--- config.mk ---
export PLATFORM = sky130hd
export DESIGN_NAME = next_fit_bitmap_block_allocator_unit
export DESIGN_NICKNAME = d
export VERILOG_FILES = /design/src/sv/nfba_pkg.sv /design/src/sv/next_fit_bitmap_block_allocator_unit.sv
export VERILOG_INCLUDE_DIRS = /design/src /design/src/sv
export SDC_FILE = /design/constraint.sdc
export NUM_CORES = 2
export LEC_CHECK = 0
export ABC_AREA = 0
export BUFFER_PORTS_ARGS = -buffer_cell sky130_fd_sc_hd__buf_2
export CAP_MARGIN = 20
export CORE_UTILIZATION = 55
export DETAILED_ROUTE_END_ITERATION = 7
export PLACE_DENSITY = 0.74
export SLEW_MARGIN = 30
export SYNTH_ARGS = -nofsm -noshare
export SYNTH_HDL_FRONTEND = slang
export SYNTH_SLANG_ARGS = --single-unit
export TNS_END_PERCENT = 20
--- constraint.sdc ---
create_clock -name clk -period 4.4 [get_ports clk]
set_input_delay 0.66 -clock clk [delete_from_list [all_inputs] [get_ports clk]]
set_output_delay 0.66 -clock clk [all_outputs]
set_load 0.02 [all_outputs]
--- src/sv/next_fit_bitmap_block_allocator_unit_assert.svh ---
// ----------------------------------------------------------------------------
// Allocator assertion macros
// Concurrent checks for simulation; they expand to nothing under synthesis.
// ----------------------------------------------------------------------------
`ifndef NEXT_FIT_BITMAP_BLOCK_ALLOCATOR_UNIT_ASSERT_SVH
`define NEXT_FIT_BITMAP_BLOCK_ALLOCATOR_UNIT_ASSERT_SVH

`ifndef SYNTHESIS
// Same-cycle implication.
`define NFBA_ASSERT_IMP(lbl, clk_i, rstn, ante, cons, msg) \
	lbl: assert property (@(posedge clk_i) disable iff (!rstn) (ante) |-> (cons)) \
		else $error(msg);
// Next-cycle implication.
`define NFBA_ASSERT_NXT(lbl, clk_i, rstn, ante, cons, msg) \
	lbl: assert property (@(posedge clk_i) disable iff (!rstn) (ante) |=> (cons)) \
		else $error(msg);
`else
`define NFBA_ASSERT_IMP(lbl, clk_i, rstn, ante, cons, msg)
`define NFBA_ASSERT_NXT(lbl, clk_i, rstn, ante, cons, msg)
`endif

`endif

--- src/sv/nfba_pkg.sv ---
`timescale 1ns / 1ps
// ----------------------------------------------------------------------------
// Next-fit bitmap allocator package
// Widths, codes, controller states and the bit search helper.
// ----------------------------------------------------------------------------
package nfba_pkg;

	localparam int ID_W           = 10;   // block_id, granted_block, first_data_block
	localparam int DATA_W         = 16;   // tdata width, whole bytes
	localparam int WORD_W         = 32;   // bitmap memory word
	localparam int OFF_W          = 5;    // bit offset inside a word
	localparam int NUM_BLOCKS_DEF = 1024;

	localparam logic OP_ALLOC = 1'b0;
	localparam logic OP_FREE  = 1'b1;

	localparam logic ST_DONE = 1'b0;
	localparam logic ST_FULL = 1'b1;

	typedef enum logic [2:0] {
		S_CLEAR,
		S_IDLE,
		S_SCAN,
		S_FREE_RD,
		S_FREE_WR,
		S_RESP
	} state_t;

	// Lowest set bit of a word.
	function automatic logic [OFF_W-1:0] first_one(input logic [WORD_W-1:0] v);
		logic [OFF_W-1:0] idx;
		idx = '0;
		for (int i = WORD_W - 1; i >= 0; i--) begin
			if (v[i]) begin
				idx = OFF_W'(i);
			end
		end
		return idx;
	endfunction

endpackage

--- src/sv/next_fit_bitmap_block_allocator_unit.sv ---
`timescale 1ns / 1ps
// ----------------------------------------------------------------------------
// Next-fit bitmap block allocator
// One used/free bit per block in a word-wide memory, with a rotating search
// pointer; allocate scans for the next free block, free clears a bit.
// ----------------------------------------------------------------------------
//
//  channel   dir  handshake          tuser            tdata[9:0]
//  s_*       in   s_tvalid/s_tready  op (0 alloc)     block_id
//  m_*       out  m_tvalid/m_tready  status (1 full)  granted_block
//  cfg_*     in   cfg_wr_en          -                first_data_block (cfg_wr_data)
//
//  Allocate: one bitmap word read per cycle, from the pointer's word to the
//  last word, then from first_data_block's word back to the pointer's word.
//  Free: read-modify-write of one word, then the output register is loaded.
//  After reset the bitmap is swept to zero, one word a cycle, and no item is
//  taken meanwhile.
//  One item is in work at a time; a result waiting in the output register
//  does not block the next item, only the delivery of its result.
//
`include "next_fit_bitmap_block_allocator_unit_assert.svh"

module next_fit_bitmap_block_allocator_unit #(
	parameter int NUM_BLOCKS = nfba_pkg::NUM_BLOCKS_DEF
) (
	input  logic                        clk,
	input  logic                        arst_n,
	// Request items
	input  logic                        s_tvalid,
	output logic                        s_tready,
	input  logic [nfba_pkg::DATA_W-1:0] s_tdata,     // [9:0] block_id, rest zero
	input  logic                        s_tuser,     // [0] op
	// Result items
	output logic                        m_tvalid,
	input  logic                        m_tready,
	output logic [nfba_pkg::DATA_W-1:0] m_tdata,     // [9:0] granted_block, rest zero
	output logic                        m_tuser,     // [0] status
	// Configuration: first_data_block
	input  logic                        cfg_wr_en,
	input  logic [nfba_pkg::ID_W-1:0]   cfg_wr_data
);

	import nfba_pkg::*;

	// Geometry of the bitmap memory
	localparam int WORDS = (NUM_BLOCKS + WORD_W - 1) / WORD_W;
	localparam int WA_W  = (WORDS > 1) ? $clog2(WORDS) : 1;
	// Pointer wide enough for every block number and for first_data_block
	localparam int PW    = ($clog2(NUM_BLOCKS) > ID_W) ? $clog2(NUM_BLOCKS) : ID_W;
	localparam int TAIL  = NUM_BLOCKS - (WORDS - 1) * WORD_W;

	localparam logic [WA_W-1:0]   LAST_W    = WA_W'(WORDS - 1);
	localparam logic [WORD_W-1:0] TAIL_MASK = {WORD_W{1'b1}} >> (WORD_W - TAIL);
	localparam logic [PW:0]       NUM_X     = (PW + 1)'(NUM_BLOCKS);

	// Bitmap storage, one bit per block
	logic [WORD_W-1:0] mem [WORDS];
	logic [WORD_W-1:0] mem_rdata;
	logic              mem_re;
	logic [WA_W-1:0]   mem_raddr;
	logic              mem_we;
	logic [WA_W-1:0]   mem_waddr;
	logic [WORD_W-1:0] mem_wdata;

	// Control state
	state_t          state_q, state_d;
	logic [WA_W-1:0] clr_addr_q;
	logic [ID_W-1:0] fdb_q;
	logic [PW-1:0]   sp_q;
	logic            iss_act_q;
	logic            iss_ph_q;      // 0: pointer to top, 1: first data block to pointer
	logic [WA_W-1:0] iss_addr_q;
	logic            rd_vld_s1;
	logic            m_tvalid_q;

	// Item payload
	logic [PW-1:0]     p_q;
	logic [PW-1:0]     id_q;
	logic [WA_W-1:0]   rd_addr_s1;
	logic              rd_ph_s1;
	logic              res_status_q;
	logic [PW-1:0]     res_grant_q;
	logic              res_alloc_q;
	logic [DATA_W-1:0] m_tdata_q;
	logic              m_tuser_q;

	// Datapath signals
	logic              s_accept;
	logic              out_load;
	logic [PW-1:0]     fdb_ext;
	logic [PW-1:0]     id_ext;
	logic [PW-1:0]     p_wrap;
	logic              fdb_out;
	logic              id_in;
	logic [WA_W-1:0]   pw_word;
	logic [WA_W-1:0]   fd_word;
	logic [WA_W-1:0]   id_word;
	logic [OFF_W-1:0]  p_off;
	logic [OFF_W-1:0]  f_off;
	logic [WORD_W-1:0] mask_a;
	logic [WORD_W-1:0] mask_b;
	logic [WORD_W-1:0] free_v;
	logic              eval;
	logic              hit;
	logic              miss;
	logic [OFF_W-1:0]  hit_off;
	logic [PW-1:0]     grant_p;
	logic [PW:0]       grant_nxt;
	logic [PW-1:0]     sp_next;
	logic              grant_ok;

	assign s_accept = s_tvalid & s_tready;
	assign fdb_ext  = PW'(fdb_q);
	assign id_ext   = PW'(s_tdata[ID_W-1:0]);
	assign fdb_out  = {1'b0, fdb_ext} >= NUM_X;
	assign id_in    = {1'b0, id_ext} < NUM_X;
	// A pointer past the last block restarts at the first data block
	assign p_wrap   = ({1'b0, sp_q} >= NUM_X) ? fdb_ext : sp_q;

	assign pw_word  = p_q[OFF_W +: WA_W];
	assign p_off    = p_q[OFF_W-1:0];
	assign fd_word  = fdb_ext[OFF_W +: WA_W];
	assign f_off    = fdb_ext[OFF_W-1:0];
	assign id_word  = id_q[OFF_W +: WA_W];

	// Candidate bits of the word under test: first lap half from the pointer up
	// to the last block, second half from the first data block below the pointer
	always_comb begin
		mask_a = {WORD_W{1'b1}};
		mask_b = {WORD_W{1'b1}};
		if (rd_addr_s1 == pw_word) begin
			mask_a = mask_a & ({WORD_W{1'b1}} << p_off);
			mask_b = mask_b & ~({WORD_W{1'b1}} << p_off);
		end
		if (rd_addr_s1 == LAST_W) begin
			mask_a = mask_a & TAIL_MASK;
		end
		if (rd_addr_s1 == fd_word) begin
			mask_b = mask_b & ({WORD_W{1'b1}} << f_off);
		end
	end

	assign eval      = (state_q == S_SCAN) && rd_vld_s1;
	assign free_v    = ~mem_rdata & (rd_ph_s1 ? mask_b : mask_a);
	assign hit       = eval && (|free_v);
	assign miss      = eval && !hit && rd_ph_s1 && (rd_addr_s1 == pw_word);
	assign hit_off   = first_one(free_v);
	assign grant_p   = PW'({rd_addr_s1, hit_off});
	assign grant_nxt = {1'b0, grant_p} + (PW + 1)'(1);
	// Advance the pointer past the grant, wrapping to the first data block
	assign sp_next   = (grant_nxt >= NUM_X) ? fdb_ext : grant_nxt[PW-1:0];
	assign grant_ok  = {1'b0, res_grant_q} < NUM_X;

	// Next state, handshake and memory port control
	always_comb begin
		state_d   = state_q;
		s_tready  = 1'b0;
		out_load  = 1'b0;
		mem_re    = 1'b0;
		mem_raddr = iss_addr_q;
		mem_we    = 1'b0;
		mem_waddr = rd_addr_s1;
		mem_wdata = mem_rdata;
		unique case (state_q)
			S_CLEAR: begin
				// Sweep the bitmap to all free
				mem_we    = 1'b1;
				mem_waddr = clr_addr_q;
				mem_wdata = '0;
				if (clr_addr_q == LAST_W) begin
					state_d = S_IDLE;
				end
			end
			S_IDLE: begin
				s_tready = 1'b1;
				if (s_tvalid) begin
					if (s_tuser == OP_FREE) begin
						state_d = id_in ? S_FREE_RD : S_RESP;
					end else begin
						state_d = fdb_out ? S_RESP : S_SCAN;
					end
				end
			end
			S_SCAN: begin
				mem_re = iss_act_q;
				if (hit) begin
					// Claim the block in the word just read
					mem_we    = 1'b1;
					mem_wdata = mem_rdata | (WORD_W'(1) << hit_off);
					state_d   = S_RESP;
				end else if (miss) begin
					state_d = S_RESP;
				end
			end
			S_FREE_RD: begin
				mem_re    = 1'b1;
				mem_raddr = id_word;
				state_d   = S_FREE_WR;
			end
			S_FREE_WR: begin
				mem_we    = 1'b1;
				mem_waddr = id_word;
				mem_wdata = mem_rdata & ~(WORD_W'(1) << id_q[OFF_W-1:0]);
				state_d   = S_RESP;
			end
			S_RESP: begin
				// Hold the result until the output register is free
				if (!m_tvalid_q || m_tready) begin
					out_load = 1'b1;
					state_d  = S_IDLE;
				end
			end
			default: begin
				state_d = S_IDLE;
			end
		endcase
	end

	always_ff @(posedge clk or negedge arst_n) begin
		if (!arst_n) begin
			state_q <= S_CLEAR;
		end else begin
			state_q <= state_d;
		end
	end

	// Control registers
	always_ff @(posedge clk or negedge arst_n) begin
		if (!arst_n) begin
			clr_addr_q <= '0;
			fdb_q      <= '0;
			sp_q       <= '0;
			iss_act_q  <= 1'b0;
			iss_ph_q   <= 1'b0;
			iss_addr_q <= '0;
			rd_vld_s1  <= 1'b0;
			m_tvalid_q <= 1'b0;
		end else begin
			if (state_q == S_CLEAR) begin
				clr_addr_q <= clr_addr_q + WA_W'(1);
			end

			// Start a scan at the pointer's word, first half of the lap
			if (s_accept && (s_tuser == OP_ALLOC)) begin
				iss_act_q  <= 1'b1;
				iss_ph_q   <= 1'b0;
				iss_addr_q <= p_wrap[OFF_W +: WA_W];
			end else if (state_q == S_SCAN) begin
				if (hit) begin
					iss_act_q <= 1'b0;
				end else if (iss_act_q) begin
					if (!iss_ph_q && (iss_addr_q == LAST_W)) begin
						iss_ph_q   <= 1'b1;
						iss_addr_q <= fd_word;
					end else if (iss_ph_q && (iss_addr_q == pw_word)) begin
						iss_act_q <= 1'b0;
					end else begin
						iss_addr_q <= iss_addr_q + WA_W'(1);
					end
				end
			end

			// Drop the read issued in the cycle of a hit
			rd_vld_s1 <= (state_q == S_SCAN) && iss_act_q && !hit;

			if (hit) begin
				sp_q <= sp_next;
			end
			// Register write also reloads the pointer
			if (cfg_wr_en) begin
				fdb_q <= cfg_wr_data;
				sp_q  <= PW'(cfg_wr_data);
			end

			if (out_load) begin
				m_tvalid_q <= 1'b1;
			end else if (m_tready) begin
				m_tvalid_q <= 1'b0;
			end
		end
	end

	// Payload registers
	always_ff @(posedge clk) begin
		if (s_accept) begin
			p_q          <= p_wrap;
			id_q         <= id_ext;
			res_alloc_q  <= (s_tuser == OP_ALLOC);
			res_grant_q  <= '0;
			res_status_q <= ((s_tuser == OP_ALLOC) && fdb_out) ? ST_FULL : ST_DONE;
		end
		if (hit) begin
			res_grant_q <= grant_p;
		end
		if (miss) begin
			res_status_q <= ST_FULL;
		end
		rd_addr_s1 <= iss_addr_q;
		rd_ph_s1   <= iss_ph_q;
		if (out_load) begin
			m_tdata_q <= DATA_W'(res_grant_q[ID_W-1:0]);
			m_tuser_q <= res_status_q;
		end
	end

	// Bitmap memory, registered read
	always_ff @(posedge clk) begin
		if (mem_we) begin
			mem[mem_waddr] <= mem_wdata;
		end
		if (mem_re) begin
			mem_rdata <= mem[mem_raddr];
		end
	end

	assign m_tvalid = m_tvalid_q;
	assign m_tdata  = m_tdata_q;
	assign m_tuser  = m_tuser_q;

	// A scan always has a read in flight or being checked
	`NFBA_ASSERT_IMP(a_scan_live, clk, arst_n, state_q == S_SCAN, iss_act_q || rd_vld_s1,
		"allocator scan stalled with no read in flight")
	// An accepted item always starts work
	`NFBA_ASSERT_NXT(a_accept_busy, clk, arst_n, s_accept, state_q != S_IDLE,
		"accepted item left controller idle")
	// A granted block is a real block
	`NFBA_ASSERT_IMP(a_grant_range, clk, arst_n,
		(state_q == S_RESP) && res_alloc_q && (res_status_q == ST_DONE), grant_ok,
		"granted block beyond last block")

endmodule

-- Yosys cells after proc, flatten, opt, wreduce, memory -nomap -nowiden
Memories as Yosys holds them, arrays and structs flattened. A register that Yosys moved wholly into a read port is not among the register bits.
Cells that the tools add are included.
- memories kept: 1
- bits of input ports: 32
- register bits after elaboration: 85
- logic and storage cells: 156
- RAM bits: 1024
- memories (name ; depth ; bits a word ; read ports ; clocked after Yosys merged registers in ; wr ports ; RTL line ; text):
    mem ; 32 ; 32 ; 1 ; 1 ; 1 ; next_fit_bitmap_block_allocator_unit.sv:57 ; logic [WORD_W-1:0] mem [WORDS];
- bitwise logic cells: 9
- eq/ne operators: 16
- muxes and demuxes: 79
- magnitude comparators: 1
- shifts and indexed selects: 4
- add/subtract/negate cells: 3
- reduce and logical (&&, ||, !) cells: 26
- operators by type and width (cell ; count):
    $mux W5 ; 39
    $mux W32 ; 5
    $and A32 B32 Y32 ; 3
    $not A32 Y32 ; 3
    $pmux W32 S3 ; 1
    $shl A1 B5 Y32 const A ; 2
    $shl A32 B5 Y32 const A ; 2
    $mux W10 ; 5
    $or A32 B32 Y32 ; 1
    $reduce_or A32 Y1 ; 1
    $mux W1 ; 20
    $pmux W3 S6 ; 1
    $eq A5 B5 Y1 ; 3
    $mux W3 ; 5
    $reduce_and A4 Y1 ; 3
    $reduce_bool A2 Y1 ; 6
    $add A10 B1 Y11 const B ; 1
    $ge A11 B11 Y1 const B ; 1
    $add A5 B1 Y5 const B ; 2
    $eq A5 B5 Y1 const B ; 2
    $logic_and A1 B1 Y1 ; 10
    $pmux W5 S2 ; 1
    $eq A3 B2 Y1 const B ; 2
    $eq A3 B3 Y1 const B ; 2
    11 further kinds ; 17

-- Depth between registers and ports, before layout
- word-level depth: 44
- depth in mapped cells: 19

-- Worst setup path before layout
OpenSTA, ideal clock, no wires.
- kind: register -> register
- from: register p_q[1]
- to: memory mem[0][3] (data pin)
- path buffers: 3
- arrival: 4.146 ns
- path slack: -0.200 ns
- stages on the path, launching flop included: 17
- required time: 3.946 ns
- clock period less this slack: 4.600 ns
- library setup time: 0.454 ns
- path through: edfxtp_1 buf_4 buf_2 nor2_1 or3_1 a211oi_1 o22ai_1 o21bai_1 a211oi_2 nor3_4 nor2_2 nor2_8 inv_2 buf_2 ha_1 inv_1 o21ai_0
- word-level cells in the longest chain between the ends: 43
- elaborated cells between the ends (all ways): 46
- classes of those cells: 2 x shift; 38 x mux; 4 x bitwise; 2 x reduce/logical
- ends and longest elaborated chain (what ; RTL line ; text):
    from (decl) ; next_fit_bitmap_block_allocator_unit.sv:77 ; logic [PW-1:0] p_q;
    from (signal assigned) ; next_fit_bitmap_block_allocator_unit.sv:286 ; p_q <= p_wrap;
    $shl A32 B5 Y32 (*) ; next_fit_bitmap_block_allocator_unit.sv:132, next_fit_bitmap_block_allocator_unit.sv:133 ;
    $not A32 Y32 ; next_fit_bitmap_block_allocator_unit.sv:133 ; mask_b = mask_b & ~({WORD_W{1'b1}} << p_off);
    $mux W32 ; next_fit_bitmap_block_allocator_unit.sv:131 ; if (rd_addr_s1 == pw_word) begin
    $and A32 B32 Y32 ; next_fit_bitmap_block_allocator_unit.sv:139 ; mask_b = mask_b & ({WORD_W{1'b1}} << f_off);
    $mux W32 ; next_fit_bitmap_block_allocator_unit.sv:138 ; if (rd_addr_s1 == fd_word) begin
    $mux W32 (*) ; next_fit_bitmap_block_allocator_unit.sv:144 ; assign free_v = ~mem_rdata & (rd_ph_s1 ? mask_b : mask_a);
    $and A32 B32 Y32 (*) ; next_fit_bitmap_block_allocator_unit.sv:144 ;
    $mux W5 (31 in series) ; nfba_pkg.sv:34 ; if (v[i]) begin
    $mux W5 (*) ; nfba_pkg.sv:34 ;
    net hit_off[2] ; next_fit_bitmap_block_allocator_unit.sv:106 ; logic [OFF_W-1:0] hit_off;
    $shl A1 B5 Y32 (*) ; next_fit_bitmap_block_allocator_unit.sv:189 ; mem_wdata = mem_rdata | (WORD_W'(1) << hit_off);
    $or A32 B32 Y32 (*) ; next_fit_bitmap_block_allocator_unit.sv:189 ;
    $mux W32 (*) ; next_fit_bitmap_block_allocator_unit.sv:186 ; if (hit) begin
    $pmux W32 S3 (*) ; next_fit_bitmap_block_allocator_unit.sv:164 ; unique case (state_q)
    net mem_wdata[3] ; next_fit_bitmap_block_allocator_unit.sv:63 ; logic [WORD_W-1:0] mem_wdata;
    to (decl) ; next_fit_bitmap_block_allocator_unit.sv:57 ;
Mark *: on every way through the listed nets, which the timed path passes. The rest lies on a longest branch.

-- Worst setup path in the final report
- from: register p_q[7]
- to: memory mem[25][0] (data pin)
- word-level cells in the longest chain between the ends: 42
- elaborated cells between the ends (all ways): 45
- classes of those cells: 1 x eq/ne; 1 x shift; 38 x mux; 3 x bitwise; 2 x reduce/logical
- ends and longest elaborated chain (what ; RTL line):
    $eq A5 B5 Y1 (*) ; next_fit_bitmap_block_allocator_unit.sv:131
    $mux W32 ; next_fit_bitmap_block_allocator_unit.sv:131
    $and A32 B32 Y32 ; next_fit_bitmap_block_allocator_unit.sv:139
    $mux W32 ; next_fit_bitmap_block_allocator_unit.sv:138
    $mux W32 (*) ; next_fit_bitmap_block_allocator_unit.sv:144
    $and A32 B32 Y32 (*) ; next_fit_bitmap_block_allocator_unit.sv:144
    $mux W5 (32 in series) ; nfba_pkg.sv:34
    $shl A1 B5 Y32 ; next_fit_bitmap_block_allocator_unit.sv:189
    $or A32 B32 Y32 ; next_fit_bitmap_block_allocator_unit.sv:189
    $mux W32 (*) ; next_fit_bitmap_block_allocator_unit.sv:186
    $pmux W32 S3 (*) ; next_fit_bitmap_block_allocator_unit.sv:164
    net mem_wdata[0] ; next_fit_bitmap_block_allocator_unit.sv:63
Marks and branches as above.

==> flow_summary_export.csv <==
group,metric,value,unit
outcome,status,"complete, no violations",
cts,clock-root-buffer,"clkbuf_16",
final_layout,drive_gt1_share,26.1,%
sta,final.min_clock_period,4.17,ns
cts,clk_pin_slew,0.06,ns
placed_design,port_buffers,38,
floorplanning,io_pins,51,
setup_path,cp.arrival,4.70,ns
global_route,grtUsageTotal,29.2,%
setup_path,crit_path_max_fanout,32,
sta,rsz0062_at_grt,"no",
cts,cts_max_level,3,
synth,synth-edff-count,1097,
floorplanning,num_rows,106,
pwr,ir_drop,0.549,mV
drt,post_drt_via_cell_ratio,6.43,
drt,dr.pass1.iters,7,
global_route,antenna_found_initial,0,
synth,post_synth.cell_area_avg,17.0,um2
floorplanning,start_util,55.8,%
global_route,grt_pass1_wl,181000,um
placed_design,dp.cells,3982,
synth,ys.flop_type,"edfxtp_1",
pwr,p_per_area,740,nW/um2
global_route,grt_pass1_vias,27400,
placed_design,dp_hpwl,74700,um
global_route,grt_max_degree,114,
synth,yosys_warnings,0,
setup_path,cp.required,4.93,ns
cts,cts_tree,"yes",
synth,yosysSeqAreaShare,72.4,%
drt,drc,0,
sta,slew_headroom,32.6,%
sta,max_freq,240,MHz
floorplanning,fp.dieH,294,um
global_route,grtUsageMet3,4.83,%
sta,drv_slew,0,
drt,drt-initial-drc-count,3137,
sta,tns,0,ns
drt,wl_per_cell,29.4,um
global_route,met2_usage,47.0,%
synth,async_reset_ff_share,3.24,%
sta,tightestPinTransition,0.990,ns
pwr,p_leak,0.0183,uW
global_route,use_met1,40.0,%
cts,clkLatencyLatePin,0.70,ns
sta,period_share,94.7,%
final_layout,stdcell_count,4196,
setup_path,crit_type,"register to register",
synth,synth-seq-cells,1141,
sta,worst_hold_slack,0.141,ns
sta,fin_skew,0.0410,ns
synth,synth.distinct_cells,96,
setup_path,cp-start-kind,"register",
hold_path,min_path_type,"input port to register",
sta,setup_viol_count_final,0,
drt,vias,27000,
pwr,power,40700,uW
floorplanning,dieArea,86500,um2
floorplanning,die_x,294,um
floorplanning,core_area,84100,um2
job,cap_viol_max_count,0,
final_layout,syn_to_final_growth,17.2,%
cts,cts_buffer_depth,3,
sta,hold_viol,0,
cts,cts_buffers,108,
setup_path,endpoint_kind,"register",
placed_design,routabilityCongestion,0.952,
synth,syn-instance-count,2759,
final_layout,layout.nets,3012,
global_route,gr-total-overflow,0,
global_route,top_usage_layer,"met2",
drt,routed_wl,123000,um
synth,syn_area,46900,um2
cts,cts_num_sinks,1141,
drt,ant_nets,0,
stage by stage:
step                util, %  setup WS [ns]  instance area (um2)
CTS                    65.2          0.108                54900
global placement       61.0          0.260                51300
detailed placement     61.0          0.182                51300
floorplan                 -         -0.200                47000
global route           65.4         0.0252                55000
finish                 65.4          0.232                55000
cells by family (layout without fill, tap and decap cells):
| family | Yosys count | after routing | synth area share [%] |
|---|---|---|---|
| flops | 1141 | 1141 | 72.4 |
| other cells | 1 | 8 | 0.00799 |
| buf+inv | 189 | 485 | 1.75 |
| fa+ha+maj | 10 | 10 | 0.267 |
| mux | 284 | 284 | 12.9 |
| simple gates | 804 | 804 | 7.76 |
| compound gates | 287 | 287 | 3.97 |
| xor+xnor | 43 | 43 | 0.882 |
power by group:
group          switching, uW  internal (uW)
registers                595          14900
logic                   9780           6130
clock network           4010           5310
total                  14400          26300
state kept, by name, indices dropped and copies added, names as in the netlist:
signal,cells
fdb_ext,10
res_status_q,1
state_q,3
id_q,10
rd_vld_s1,1
iss_ph_q,1
rd_addr_s1,5
m_tvalid,1
mem_rdata,32
rd_ph_s1,1
iss_act_q,1
mem,1024
p_q,10
res_grant_q,10
m_tuser,1
p_wrap,10
iss_addr_q,5
clr_addr_q,5
m_tdata,10
critical path, cell delays in order (launching register included):
cell	delay (ns)
edfxtp_1	0.45
xnor2_2	0.22
and3_1	0.17
buf_4	0.27
o211ai_1	0.25
a32oi_1	0.34
o31ai_1	0.15
a221oi_2	0.35
buf_4	0.18
nor3_1	0.05
a211oi_2	0.25
buf_4	0.21
ha_1	0.28
nand2_1	0.21
o21ai_2	0.34
buf_12	0.22
Yosys cell counts, drive strengths merged, types with 3 or more instances:
cell,number,area share (%)
or2,11,0.15
nand2b,10,0.14
a32o,7,0.15
or3,9,0.12
nor4,6,0.11
a22o,3,0.056
a211o,3,0.056
and3,9,0.12
o31ai,8,0.17
o311ai,5,0.093
buf,76,0.85
nand3b,5,0.080
inv,26,0.21
o21ai,131,1.4
o211ai,7,0.12
xnor2,36,0.74
xor2,7,0.15
a31o,3,0.056
a211oi,12,0.22
o21a,7,0.11
nor2b,4,0.069
clkbuf,87,0.70
nor2,94,0.80
a221oi,3,0.056
nand3,183,2.0
a22oi,9,0.15
nor4b,3,0.11
dfrtp,37,2.0
mux4,256,12
mux2,12,0.29
a21boi,3,0.048
nor3,26,0.35
a21o,7,0.11
a21oi,30,0.32
ha,10,0.27
nand2,418,3.3
and2,10,0.13
nand4,8,0.12
a41oi,4,0.075
dfxtp,7,0.30
a31oi,19,0.25
edfxtp,1097,70
mux2i,16,0.34
layout make-up:
| cell class | count | area [um2] |
|---|---|---|
| Fill cell | 5541 | 29100 |
| Inverter | 26 | 97.6 |
| Tap cell | 1134 | 1420 |
| Clock buffer | 126 | 2870 |
| Multi-Input combinational cell | 1434 | 12600 |
| Timing Repair Buffer | 259 | 3350 |
| Sequential cell | 1141 | 34000 |
| Antenna cell | 2 | 5.00 |
| Clock inverter | 74 | 703 |
cell usage in the layout, fill, tap and decap left out, drive strengths merged, types with 16 or more instances in the layout:
cell type,n
nand3,183
a21oi,30
clkinv,56
nor3,26
edfxtp,1097
nand2,418
dfrtp,37
a31oi,19
o21ai,131
xnor2,36
clkbuf,126
inv,31
mux2i,16
nor2,94
buf,258
mux4,256
layer usage:
metal,wire length [um],vias up
met5,0,-
met4,5150,0
met3,11900,294
met2,59900,1658
met1,46400,13700
li1,-,11300
what timing repair did:
action	CTS	global route
setup buffers	0	10
resized for setup	0	9
hold buffers	0	1
endpoints found under the setup margin	0	489
hold endpoints to repair	0	26
worst paths after layout:
| check | end | cells after the start | start | slack (ns) |
|---|---|---|---|---|
| worst max register to register | mem[25][0] | 15 | p_q[7] | 0.23 |
| worst min register to register | m_tdata[5] | 0 | res_grant_q[5] | 0.42 |
| worst max-delay path | mem[25][0] | 15 | p_q[7] | 0.23 |
| worst min-delay path | id_q[3] | 1 | s_tdata[3] | 0.14 |
| max in group asynchronous | clr_addr_q[1] | 2 | arst_n | 3.49 |
| min in group asynchronous | p_wrap[0] | 2 | arst_n | 0.50 |
No activity file was read; power rests on OpenSTA's default activity.
